--- config.mk ---
export PLATFORM = sky130hd
export DESIGN_NAME = min_max_bucket_decimator
export DESIGN_NICKNAME = d
export VERILOG_FILES = /design/src/rtl/core/mmbd_pkg.sv /design/src/rtl/core/mmbd_tracker.sv /design/src/rtl/core/mmbd_emitter.sv /design/src/rtl/core/min_max_bucket_decimator.sv
export SDC_FILE = /design/constraint.sdc
export NUM_CORES = 1
export LEC_CHECK = 0
export ABC_CLOCK_PERIOD_IN_PS = 9600
export BUFFER_PORTS_ARGS = -buffer_cell sky130_fd_sc_hd__buf_2
export CORE_MARGIN = 2
export CORE_UTILIZATION = 35
export DETAILED_ROUTE_END_ITERATION = 6
export PLACE_DENSITY = 0.52
export SLEW_MARGIN = 40
export SYNTH_ARGS = -nofsm -noshare
export SYNTH_HDL_FRONTEND = slang
export SYNTH_SLANG_ARGS = --single-unit
--- constraint.sdc ---
create_clock -name clk -period 9.6 [get_ports clk]
set_clock_uncertainty 0.2 [all_clocks]
set_input_delay 0.48 -clock clk [delete_from_list [all_inputs] [get_ports clk]]
set_output_delay 0.48 -clock clk [all_outputs]
set_load 0.01 [all_outputs]
--- src/rtl/core/mmbd_pkg.sv ---
`timescale 1ns / 1ps
// ----------------------------------------------------------------------------
// mmbd_pkg
// Shared constants and types of the min/max bucket decimator.
// ----------------------------------------------------------------------------
package mmbd_pkg;

  // Default sizing of the block.
  localparam int DEF_SAMPLE_WIDTH = 24;
  localparam int DEF_MAX_WINDOW   = 1048576;
  localparam int DEF_MAX_BUCKETS  = 4096;

  // Configuration register widths and indexes.
  localparam int CFG_COUNT_WIDTH   = 21;
  localparam int CFG_BUCKETS_WIDTH = 13;
  localparam int CFG_OFFSET_WIDTH  = 21;
  localparam int CFG_DATA_WIDTH    = 21;
  localparam int CFG_INDEX_WIDTH   = 2;

  localparam logic [CFG_INDEX_WIDTH-1:0] CFG_SAMPLE_COUNT    = 2'd0;
  localparam logic [CFG_INDEX_WIDTH-1:0] CFG_BUCKET_COUNT    = 2'd1;
  localparam logic [CFG_INDEX_WIDTH-1:0] CFG_POSITION_OFFSET = 2'd2;

  localparam logic [CFG_COUNT_WIDTH-1:0]   RST_SAMPLE_COUNT    = 21'd1;
  localparam logic [CFG_BUCKETS_WIDTH-1:0] RST_BUCKET_COUNT    = 13'd64;
  localparam logic [CFG_OFFSET_WIDTH-1:0]  RST_POSITION_OFFSET = 21'd0;

  // Width of an emitted timeline position; sums wrap at this width.
  localparam int POS_WIDTH = 22;

  // Everything about an emitted point except its sample value.
  typedef struct packed {
    logic [POS_WIDTH-1:0] position;
    logic                 is_max;
    logic                 run_last;
    logic                 frame_last;
  } point_meta_t;

  // A closed bucket: no, one or two points, in time order.
  typedef struct packed {
    logic        valid;
    logic        two;
    point_meta_t first;
    point_meta_t second;
  } bucket_event_t;

endpackage

--- src/rtl/core/mmbd_tracker.sv ---
`timescale 1ns / 1ps
// ----------------------------------------------------------------------------
// mmbd_tracker
// Window position, bucket boundary and running min/max of the open bucket.
// ----------------------------------------------------------------------------
module mmbd_tracker #(
  parameter int SAMPLE_WIDTH = mmbd_pkg::DEF_SAMPLE_WIDTH,
  parameter int MAX_WINDOW   = mmbd_pkg::DEF_MAX_WINDOW,
  parameter int MAX_BUCKETS  = mmbd_pkg::DEF_MAX_BUCKETS
) (
  input  logic                                   clk,
  input  logic                                   rst,
  input  logic                                   restart,
  input  logic [mmbd_pkg::CFG_COUNT_WIDTH-1:0]   sample_count,
  input  logic [mmbd_pkg::CFG_BUCKETS_WIDTH-1:0] bucket_count,
  input  logic [mmbd_pkg::CFG_OFFSET_WIDTH-1:0]  position_offset,
  input  logic                                   accept,
  input  logic signed [SAMPLE_WIDTH-1:0]         sample_value,
  input  logic                                   sample_valid,
  output mmbd_pkg::bucket_event_t                close_event,
  output logic signed [SAMPLE_WIDTH-1:0]         first_value,
  output logic signed [SAMPLE_WIDTH-1:0]         second_value
);

  localparam int CW = $clog2(MAX_WINDOW + 1);
  localparam int BW = $clog2(MAX_BUCKETS + 1);
  localparam int SW = ((CW > BW) ? CW : BW) + 1;
  localparam int PW = mmbd_pkg::POS_WIDTH;

  logic [CW-1:0]                 window_index;
  logic [CW-1:0]                 boundary_error;
  logic                          have_extreme;
  logic signed [SAMPLE_WIDTH-1:0] min_value;
  logic signed [SAMPLE_WIDTH-1:0] max_value;
  logic [CW-1:0]                 min_position;
  logic [CW-1:0]                 max_position;

  logic [31:0]                   count_wide;
  logic [31:0]                   buckets_wide;
  logic [CW-1:0]                 eff_count;
  logic [BW-1:0]                 eff_buckets;
  logic [SW-1:0]                 err_cur;
  logic [SW-1:0]                 err_sum;
  logic                          wide_buckets;
  logic                          bucket_close;
  logic                          frame_end;
  logic                          take_min;
  logic                          take_max;
  logic                          have_next;
  logic signed [SAMPLE_WIDTH-1:0] min_next;
  logic signed [SAMPLE_WIDTH-1:0] max_next;
  logic [CW-1:0]                 min_pos_next;
  logic [CW-1:0]                 max_pos_next;
  mmbd_pkg::point_meta_t         min_meta;
  mmbd_pkg::point_meta_t         max_meta;

  // Effective register values: zero acts as one, large values saturate.
  always_comb begin
    count_wide   = 32'(sample_count);
    buckets_wide = 32'(bucket_count);
    if (count_wide == 32'd0) begin
      eff_count = CW'(1);
    end else if (count_wide > 32'(MAX_WINDOW)) begin
      eff_count = CW'(MAX_WINDOW);
    end else begin
      eff_count = CW'(count_wide);
    end
    if (buckets_wide == 32'd0) begin
      eff_buckets = BW'(1);
    end else if (buckets_wide > 32'(MAX_BUCKETS)) begin
      eff_buckets = BW'(MAX_BUCKETS);
    end else begin
      eff_buckets = BW'(buckets_wide);
    end
  end

  // The boundary error is ((i+1)*buckets - 1) mod count. Sample i closes its
  // bucket when error + buckets reaches count. With at least as many buckets
  // as samples every sample closes one, and the error is not needed.
  always_comb begin
    err_cur      = (window_index == '0) ? SW'(eff_buckets) - SW'(1)
                                        : SW'(boundary_error);
    err_sum      = err_cur + SW'(eff_buckets);
    wide_buckets = SW'(eff_buckets) >= SW'(eff_count);
    bucket_close = wide_buckets || (err_sum >= SW'(eff_count));
    frame_end    = window_index == (eff_count - CW'(1));
  end

  // Running extremes including the current sample.
  always_comb begin
    take_min     = sample_valid && (!have_extreme || (sample_value < min_value));
    take_max     = sample_valid && (!have_extreme || (sample_value > max_value));
    min_next     = take_min ? sample_value : min_value;
    max_next     = take_max ? sample_value : max_value;
    min_pos_next = take_min ? window_index : min_position;
    max_pos_next = take_max ? window_index : max_position;
    have_next    = have_extreme || sample_valid;
  end

  // Closed bucket: points in time order, minimum alone when both coincide.
  always_comb begin
    min_meta.position   = PW'(position_offset) + PW'(min_pos_next);
    min_meta.is_max     = 1'b0;
    min_meta.run_last   = 1'b0;
    min_meta.frame_last = frame_end;
    max_meta.position   = PW'(position_offset) + PW'(max_pos_next);
    max_meta.is_max     = 1'b1;
    max_meta.run_last   = 1'b0;
    max_meta.frame_last = frame_end;

    close_event.valid = bucket_close && have_next;
    close_event.two   = min_pos_next != max_pos_next;
    if (!close_event.two || (min_pos_next < max_pos_next)) begin
      close_event.first  = min_meta;
      close_event.second = max_meta;
      first_value        = min_next;
      second_value       = max_next;
    end else begin
      close_event.first  = max_meta;
      close_event.second = min_meta;
      first_value        = max_next;
      second_value       = min_next;
    end
    close_event.first.run_last  = !close_event.two;
    close_event.second.run_last = 1'b1;
  end

  always_ff @(posedge clk) begin
    if (rst || restart) begin
      window_index   <= '0;
      boundary_error <= '0;
      have_extreme   <= 1'b0;
      min_value      <= '0;
      max_value      <= '0;
      min_position   <= '0;
      max_position   <= '0;
    end else if (accept) begin
      window_index   <= frame_end ? '0 : window_index + CW'(1);
      boundary_error <= bucket_close ? CW'(err_sum - SW'(eff_count)) : CW'(err_sum);
      if (bucket_close) begin
        have_extreme <= 1'b0;
        min_value    <= '0;
        max_value    <= '0;
        min_position <= '0;
        max_position <= '0;
      end else begin
        have_extreme <= have_next;
        min_value    <= min_next;
        max_value    <= max_next;
        min_position <= min_pos_next;
        max_position <= max_pos_next;
      end
    end
  end

endmodule

--- src/rtl/core/mmbd_emitter.sv ---
`timescale 1ns / 1ps
// ----------------------------------------------------------------------------
// mmbd_emitter
// Holds one closed bucket and sends its points out one word at a time.
// ----------------------------------------------------------------------------
module mmbd_emitter #(
  parameter int SAMPLE_WIDTH = mmbd_pkg::DEF_SAMPLE_WIDTH
) (
  input  logic                           clk,
  input  logic                           rst,
  input  logic                           push,
  input  mmbd_pkg::bucket_event_t        close_event,
  input  logic signed [SAMPLE_WIDTH-1:0] first_value,
  input  logic signed [SAMPLE_WIDTH-1:0] second_value,
  output logic                           push_stall,
  output logic                           out_valid,
  input  logic                           out_stall,
  output mmbd_pkg::point_meta_t          out_meta,
  output logic signed [SAMPLE_WIDTH-1:0] out_value
);

  logic                           ev_valid;
  logic                           ev_two;
  mmbd_pkg::point_meta_t          ev_meta_a;
  mmbd_pkg::point_meta_t          ev_meta_b;
  logic signed [SAMPLE_WIDTH-1:0] ev_value_a;
  logic signed [SAMPLE_WIDTH-1:0] ev_value_b;
  logic                           out_free;
  logic                           ev_shift;
  logic                           ev_load;

  assign out_free   = !out_valid || !out_stall;
  assign ev_shift   = out_free && ev_valid && ev_two;
  // A new bucket may enter when the held one leaves in this cycle.
  assign push_stall = ev_valid && !(out_free && !ev_two);
  assign ev_load    = push && close_event.valid;

  always_ff @(posedge clk) begin
    if (rst) begin
      ev_valid  <= 1'b0;
      ev_two    <= 1'b0;
      out_valid <= 1'b0;
    end else begin
      if (out_free) begin
        out_valid <= ev_valid;
      end
      if (ev_load) begin
        ev_valid <= 1'b1;
        ev_two   <= close_event.two;
      end else if (ev_shift) begin
        ev_two <= 1'b0;
      end else if (out_free) begin
        ev_valid <= 1'b0;
      end
    end
  end

  always_ff @(posedge clk) begin
    if (out_free && ev_valid) begin
      out_meta  <= ev_meta_a;
      out_value <= ev_value_a;
    end
    if (ev_load) begin
      ev_meta_a  <= close_event.first;
      ev_meta_b  <= close_event.second;
      ev_value_a <= first_value;
      ev_value_b <= second_value;
    end else if (ev_shift) begin
      ev_meta_a  <= ev_meta_b;
      ev_value_a <= ev_value_b;
    end
  end

endmodule

--- src/rtl/core/min_max_bucket_decimator.sv ---
`timescale 1ns / 1ps
// ----------------------------------------------------------------------------
// min_max_bucket_decimator
// Min/max decimation of a sample window into display buckets.
// ----------------------------------------------------------------------------
//
// Channel   Signals                               Direction  Word
// input     in_valid, in_stall, sample_*          in         one sample
// output    out_valid, out_stall, point_*, *_last out        one extreme point
// config    write_enable, write_index, write_data in         one register
//
// One sample is taken every cycle while in_stall is low. A bucket whose
// minimum and maximum are different samples gives two words; the second
// one holds the input back until it is sent, as the output port allows.
// Reset (rst, synchronous) restores the register defaults and starts a new
// frame at window position zero. Any write to a known register also
// restarts the frame and drops the extremes of the open bucket.
// The input stalls only while a closed bucket waits for the output side.
//
// The tracker keeps the window index and the remainder of the exact
// integer bucket boundary, so no divider is needed: each sample adds the
// bucket count to the remainder and compares it with the sample count.
// The first strict minimum and maximum of each bucket are kept; gaps
// (sample_valid low) do not take part. When a bucket closes, its points
// pass through a one-bucket holding stage and an output register, in time
// order, and are positioned at position_offset plus the window index.
module min_max_bucket_decimator #(
  parameter int SAMPLE_WIDTH = mmbd_pkg::DEF_SAMPLE_WIDTH,
  parameter int MAX_WINDOW   = mmbd_pkg::DEF_MAX_WINDOW,
  parameter int MAX_BUCKETS  = mmbd_pkg::DEF_MAX_BUCKETS
) (
  input  logic                                 clk,
  input  logic                                 rst,
  // Configuration write port.
  input  logic                                 write_enable,
  input  logic [mmbd_pkg::CFG_INDEX_WIDTH-1:0] write_index,
  input  logic [mmbd_pkg::CFG_DATA_WIDTH-1:0]  write_data,
  // Sample input.
  input  logic                                 in_valid,
  output logic                                 in_stall,
  input  logic signed [SAMPLE_WIDTH-1:0]       sample_value,
  input  logic                                 sample_valid,
  // Point output.
  output logic                                 out_valid,
  input  logic                                 out_stall,
  output logic [mmbd_pkg::POS_WIDTH-1:0]       point_position,
  output logic signed [SAMPLE_WIDTH-1:0]       point_value,
  output logic                                 point_is_max,
  output logic                                 run_last,
  output logic                                 frame_last
);

  logic [mmbd_pkg::CFG_COUNT_WIDTH-1:0]   sample_count;
  logic [mmbd_pkg::CFG_BUCKETS_WIDTH-1:0] bucket_count;
  logic [mmbd_pkg::CFG_OFFSET_WIDTH-1:0]  position_offset;
  logic                                   restart;
  logic                                   accept;
  mmbd_pkg::bucket_event_t                close_event;
  logic signed [SAMPLE_WIDTH-1:0]         first_value;
  logic signed [SAMPLE_WIDTH-1:0]         second_value;
  mmbd_pkg::point_meta_t                  out_meta;

  // Writes to an index beyond the register list are ignored entirely.
  always_comb begin
    unique case (write_index)
      mmbd_pkg::CFG_SAMPLE_COUNT,
      mmbd_pkg::CFG_BUCKET_COUNT,
      mmbd_pkg::CFG_POSITION_OFFSET: restart = write_enable;
      default:                       restart = 1'b0;
    endcase
  end

  always_ff @(posedge clk) begin
    if (rst) begin
      sample_count    <= mmbd_pkg::RST_SAMPLE_COUNT;
      bucket_count    <= mmbd_pkg::RST_BUCKET_COUNT;
      position_offset <= mmbd_pkg::RST_POSITION_OFFSET;
    end else if (write_enable) begin
      unique case (write_index)
        mmbd_pkg::CFG_SAMPLE_COUNT: begin
          sample_count <= mmbd_pkg::CFG_COUNT_WIDTH'(write_data);
        end
        mmbd_pkg::CFG_BUCKET_COUNT: begin
          bucket_count <= mmbd_pkg::CFG_BUCKETS_WIDTH'(write_data);
        end
        mmbd_pkg::CFG_POSITION_OFFSET: begin
          position_offset <= mmbd_pkg::CFG_OFFSET_WIDTH'(write_data);
        end
        default: begin
        end
      endcase
    end
  end

  assign accept = in_valid && !in_stall;

  mmbd_tracker #(
    .SAMPLE_WIDTH (SAMPLE_WIDTH),
    .MAX_WINDOW   (MAX_WINDOW),
    .MAX_BUCKETS  (MAX_BUCKETS)
  ) u_tracker (
    .clk             (clk),
    .rst             (rst),
    .restart         (restart),
    .sample_count    (sample_count),
    .bucket_count    (bucket_count),
    .position_offset (position_offset),
    .accept          (accept),
    .sample_value    (sample_value),
    .sample_valid    (sample_valid),
    .close_event     (close_event),
    .first_value     (first_value),
    .second_value    (second_value)
  );

  mmbd_emitter #(
    .SAMPLE_WIDTH (SAMPLE_WIDTH)
  ) u_emitter (
    .clk          (clk),
    .rst          (rst),
    .push         (accept),
    .close_event  (close_event),
    .first_value  (first_value),
    .second_value (second_value),
    .push_stall   (in_stall),
    .out_valid    (out_valid),
    .out_stall    (out_stall),
    .out_meta     (out_meta),
    .out_value    (point_value)
  );

  assign point_position = out_meta.position;
  assign point_is_max   = out_meta.is_max;
  assign run_last       = out_meta.run_last;
  assign frame_last     = out_meta.frame_last;

endmodule
==> results.tsv <==
metric	value	unit
first_global_vias	17300	
global_routing_met1_resource_utilization	0.305	
fin_crit	8.39	ns
detailed_place_hpwl	48700	µm
postRouteAntennaNets	0	
synth_async_sr_flop_share	0	
synth.cell_area	21000	µm²
grt.met3_usage	0.0277	
grt_use_met2	0.326	
dieHeight	249	µm
worst-setup-path-type	reg -> reg	
hold-worst-slack	0.0284	ns
synth.area.top_cells	sky130_fd_sc_hd__edfxtp_1 21%, sky130_fd_sc_hd__dfxtp_1 18%, sky130_fd_sc_hd__ha_1 9.4%	
max_cap_viol_count	0	
endpoint_kind	flip-flop	
areaGrowthSynthToFinish	14.0	%
timing.critical_path.arrival	8.71	ns
post_synth.cell_area_avg	8.90	µm²
vdd_drop_max	0.119	mV
worst_path_max_delay_cell	sky130_fd_sc_hd__and3_2	
path_common_cell	sky130_fd_sc_hd__o21ai_0	
global_route_wire_length_before_repair	103000	µm
fin_nets	2643	
timing.fmax	119	MHz
synth_register_bits	337	
synth.yosys.seq_area_share	0.390	
synth_edf_count	146	
hold_path.class	in -> reg	
cp_data_required_time	9.92	ns
drv_slew	0	
min_period_over_period	0.874	
post_drt_wl_per_cell	20.6	µm
placedCellCount	3131	
core_area	59200	µm²
ctsHtreeMaxLevel	2	
r2r-end	u_tracker.min_value[8]	
floorplan.initialDensity	0.355	
rsz0062_at_grt	false	
setup_viol	0	
start_kind	flip-flop	
clk_pin_slew_worst_paths	0.06	ns
post_synthesis_instance_total	2362	
power_switching_share	0.334	
layoutNonFillerInstCount	3234	
grt_overflow	0	
worst-path-max-fanout	23	
ff2ff_path_depth	26	
cts_made_buffers	41	
design.die.area	62100	µm²
pwr_density_cell	191	nW/µm²
grt-busiest-layer	met2	
antenna_diode_count	0	
drtPass1Iterations	6	
max_slew.worst_pin.slew	0.767	ns
max_stage_delay	0.72	ns
drc_violation_count_after_routing	0	
grt_max_degree	95	
min_path_cells	2	
root_buffer	sky130_fd_sc_hd__clkbuf_16	
p_comb_frac	0.266	
drt_iter0_drc	1277	
via_count_normalized_by_instance_count	5.62	
ys.flop_type	sky130_fd_sc_hd__dfxtp_1	
timing.critical_path.buf_inv	2	
netlist.area_leader.share	0.208	
detail_route.wirelength	66700	µm
relSlewSlack	0.488	
via_count	18200	
clk_latency	0.58	ns
timing.reg2reg.setup_slack	1.21	ns
ratio_of_cells_with_drive_above_1_in_the_final_layout	0.119	
clock_power_share	0.349	
internal_power	3040	µW
regToRegStartpoint	u_tracker.window_index[7]	
seq_power_share	0.385	
net-switching-power	1530	µW
final-hold-violation-count	0	
num_rows	89	
grt_antenna_before_repair	0	
status	complete, no violations	
post-synth-top-count-cell	sky130_fd_sc_hd__nand2_1	
end_point_of_the_worst_hold_path	u_tracker.max_value[10]	
yosys.cell_types.count	84	
io_buffer_count	103	
min_from	sample_value[10]	
place_congestion	0.928	
category_of_cells_accounting_for_the_largest_share_of_critical_path_delay	simple AND/OR/NAND/NOR gates	
cts.sinks	337	
cts_resized	0	
synth_nets	2577	
synth_top_cell_by_area	sky130_fd_sc_hd__edfxtp_1	
clock_tree_from_tritoncts	yes	
synth.yosys.warnings	0	
power.leakage	0.00957	µW
dieWidth	249	µm
fin_tns_setup	0	ns
top_level_ports	104	
synth_commonest_cells	287 x sky130_fd_sc_hd__nand2_1, 191 x sky130_fd_sc_hd__dfxtp_1, 175 x sky130_fd_sc_hd__nor2_1	
cts_buffer_depth	3	
track_usage	0.210	
cells by family after synthesis:
family,after synthesis,synth area share
simple gates,762,0.171
compound gates,648,0.203
flops,337,0.390
buf+inv,252,0.0464
fa+ha+maj,163,0.0983
xor+xnor,109,0.0454
mux,91,0.0458
state kept, by name (all words and copies together) (netlist names):
name,count
bucket_count,13
u_emitter.ev_meta_b,24
u_tracker.window_index,21
u_tracker.boundary_error,21
u_emitter.ev_two,1
u_tracker.max_value,24
position_offset,21
u_tracker.have_extreme,1
u_emitter.ev_value_b,24
u_emitter.ev_meta_a,25
u_emitter.ev_value_a,24
u_tracker.min_value,24
u_emitter.out_meta,25
u_emitter.out_value,24
u_emitter.ev_valid,1
u_emitter.out_valid,1
u_tracker.max_position,21
sample_count,21
u_tracker.min_position,21
routing by layer:
| layer | vias to the layer above | routed length, µm |
|---|---|---|
| met2 | 530 | 29100 |
| met1 | 8761 | 32400 |
| met5 | - | 0 |
| li1 | 8796 | - |
| met3 | 94 | 3670 |
| met4 | 0 | 1540 |
layout by cell type (no fill, tap or decap), types with 14 or more instances in the layout:
master                            n
sky130_fd_sc_hd__mux2_2          42
sky130_fd_sc_hd__a31oi_1         21
sky130_fd_sc_hd__dlygate4sd3_1   27
sky130_fd_sc_hd__o31ai_1         36
sky130_fd_sc_hd__buf_2          102
sky130_fd_sc_hd__inv_1          112
sky130_fd_sc_hd__buf_4           31
sky130_fd_sc_hd__a21oi_1        174
sky130_fd_sc_hd__nand3_1         39
sky130_fd_sc_hd__nor4_1          19
sky130_fd_sc_hd__o21ai_0        104
sky130_fd_sc_hd__nand2_1        286
sky130_fd_sc_hd__clkbuf_16       43
sky130_fd_sc_hd__nand2b_1        19
sky130_fd_sc_hd__a21o_1          38
sky130_fd_sc_hd__nor3_1          54
sky130_fd_sc_hd__nand4_1         31
sky130_fd_sc_hd__a211oi_1        34
sky130_fd_sc_hd__o21bai_1        14
sky130_fd_sc_hd__o211ai_1        17
sky130_fd_sc_hd__or3_1           31
sky130_fd_sc_hd__ha_1           158
sky130_fd_sc_hd__nor2b_1         21
sky130_fd_sc_hd__xor2_1          37
sky130_fd_sc_hd__and3_1          17
sky130_fd_sc_hd__xnor2_1         72
sky130_fd_sc_hd__edfxtp_1       146
sky130_fd_sc_hd__nor2_1         173
sky130_fd_sc_hd__dfxtp_1        191
sky130_fd_sc_hd__mux2i_1         47
sky130_fd_sc_hd__a22o_1          70
sky130_fd_sc_hd__o22ai_1         53
power by group through the flow:
stage / sequential [µW] / clock (µW) / combinational (µW)
final: 1760 / 1600 / 1220
after global routing: 1770 / 1690 / 1340
after CTS: 1760 / 1640 / 1210
after detailed placement: 1790 / 0 / 1200
after global placement: 1780 / 0 / 1180
after floorplan: 1770 / 0 / 835
worst max-delay path by stage:
stage,startpoint,endpoint,slack [ns],cells after the start
floorplan,u_tracker.window_index[1],u_emitter.ev_meta_a[0],1.40,32
global placement,u_tracker.window_index[13],u_tracker.min_value[10],1.59,26
detailed placement,u_tracker.window_index[13],u_tracker.min_value[8],1.39,26
CTS,u_tracker.window_index[0],u_tracker.min_value[8],1.36,28
global route,u_tracker.window_index[0],u_tracker.min_value[10],0.59,27
finish,u_tracker.window_index[7],u_tracker.min_value[8],1.21,26
through the flow:
step / utilization / cell area (µm²) / power (µW) / setup slack (ns)
4_1_cts: 0.405 / 24000 / 4600 / 1.36
3_3_place_gp: 0.376 / 22300 / 2970 / 1.59
5_1_grt: 0.405 / 24000 / 4810 / 0.595
3_5_place_dp: 0.377 / 22300 / 2980 / 1.39
6_report: 0.405 / 24000 / 4570 / 1.21
2_1_floorplan: - / 21000 / 2600 / 1.40
timing repair:
action / in CTS / in global routing
hold buffers: 27 / 0
setup buffers: 0 / 0
hold endpoints to repair: 53 / 0
setup endpoints to repair: 0 / 0
cell type report:
type,instances,area [µm²]
fillers,5906,35300
multi-input cells,1773,11900
flip-flops and latches,337,8210
clock buffers,51,1150
repair buffers,162,1040
well taps,773,967
inverters,113,424
clock inverters,25,236
Power figures use the tool's default switching activity.
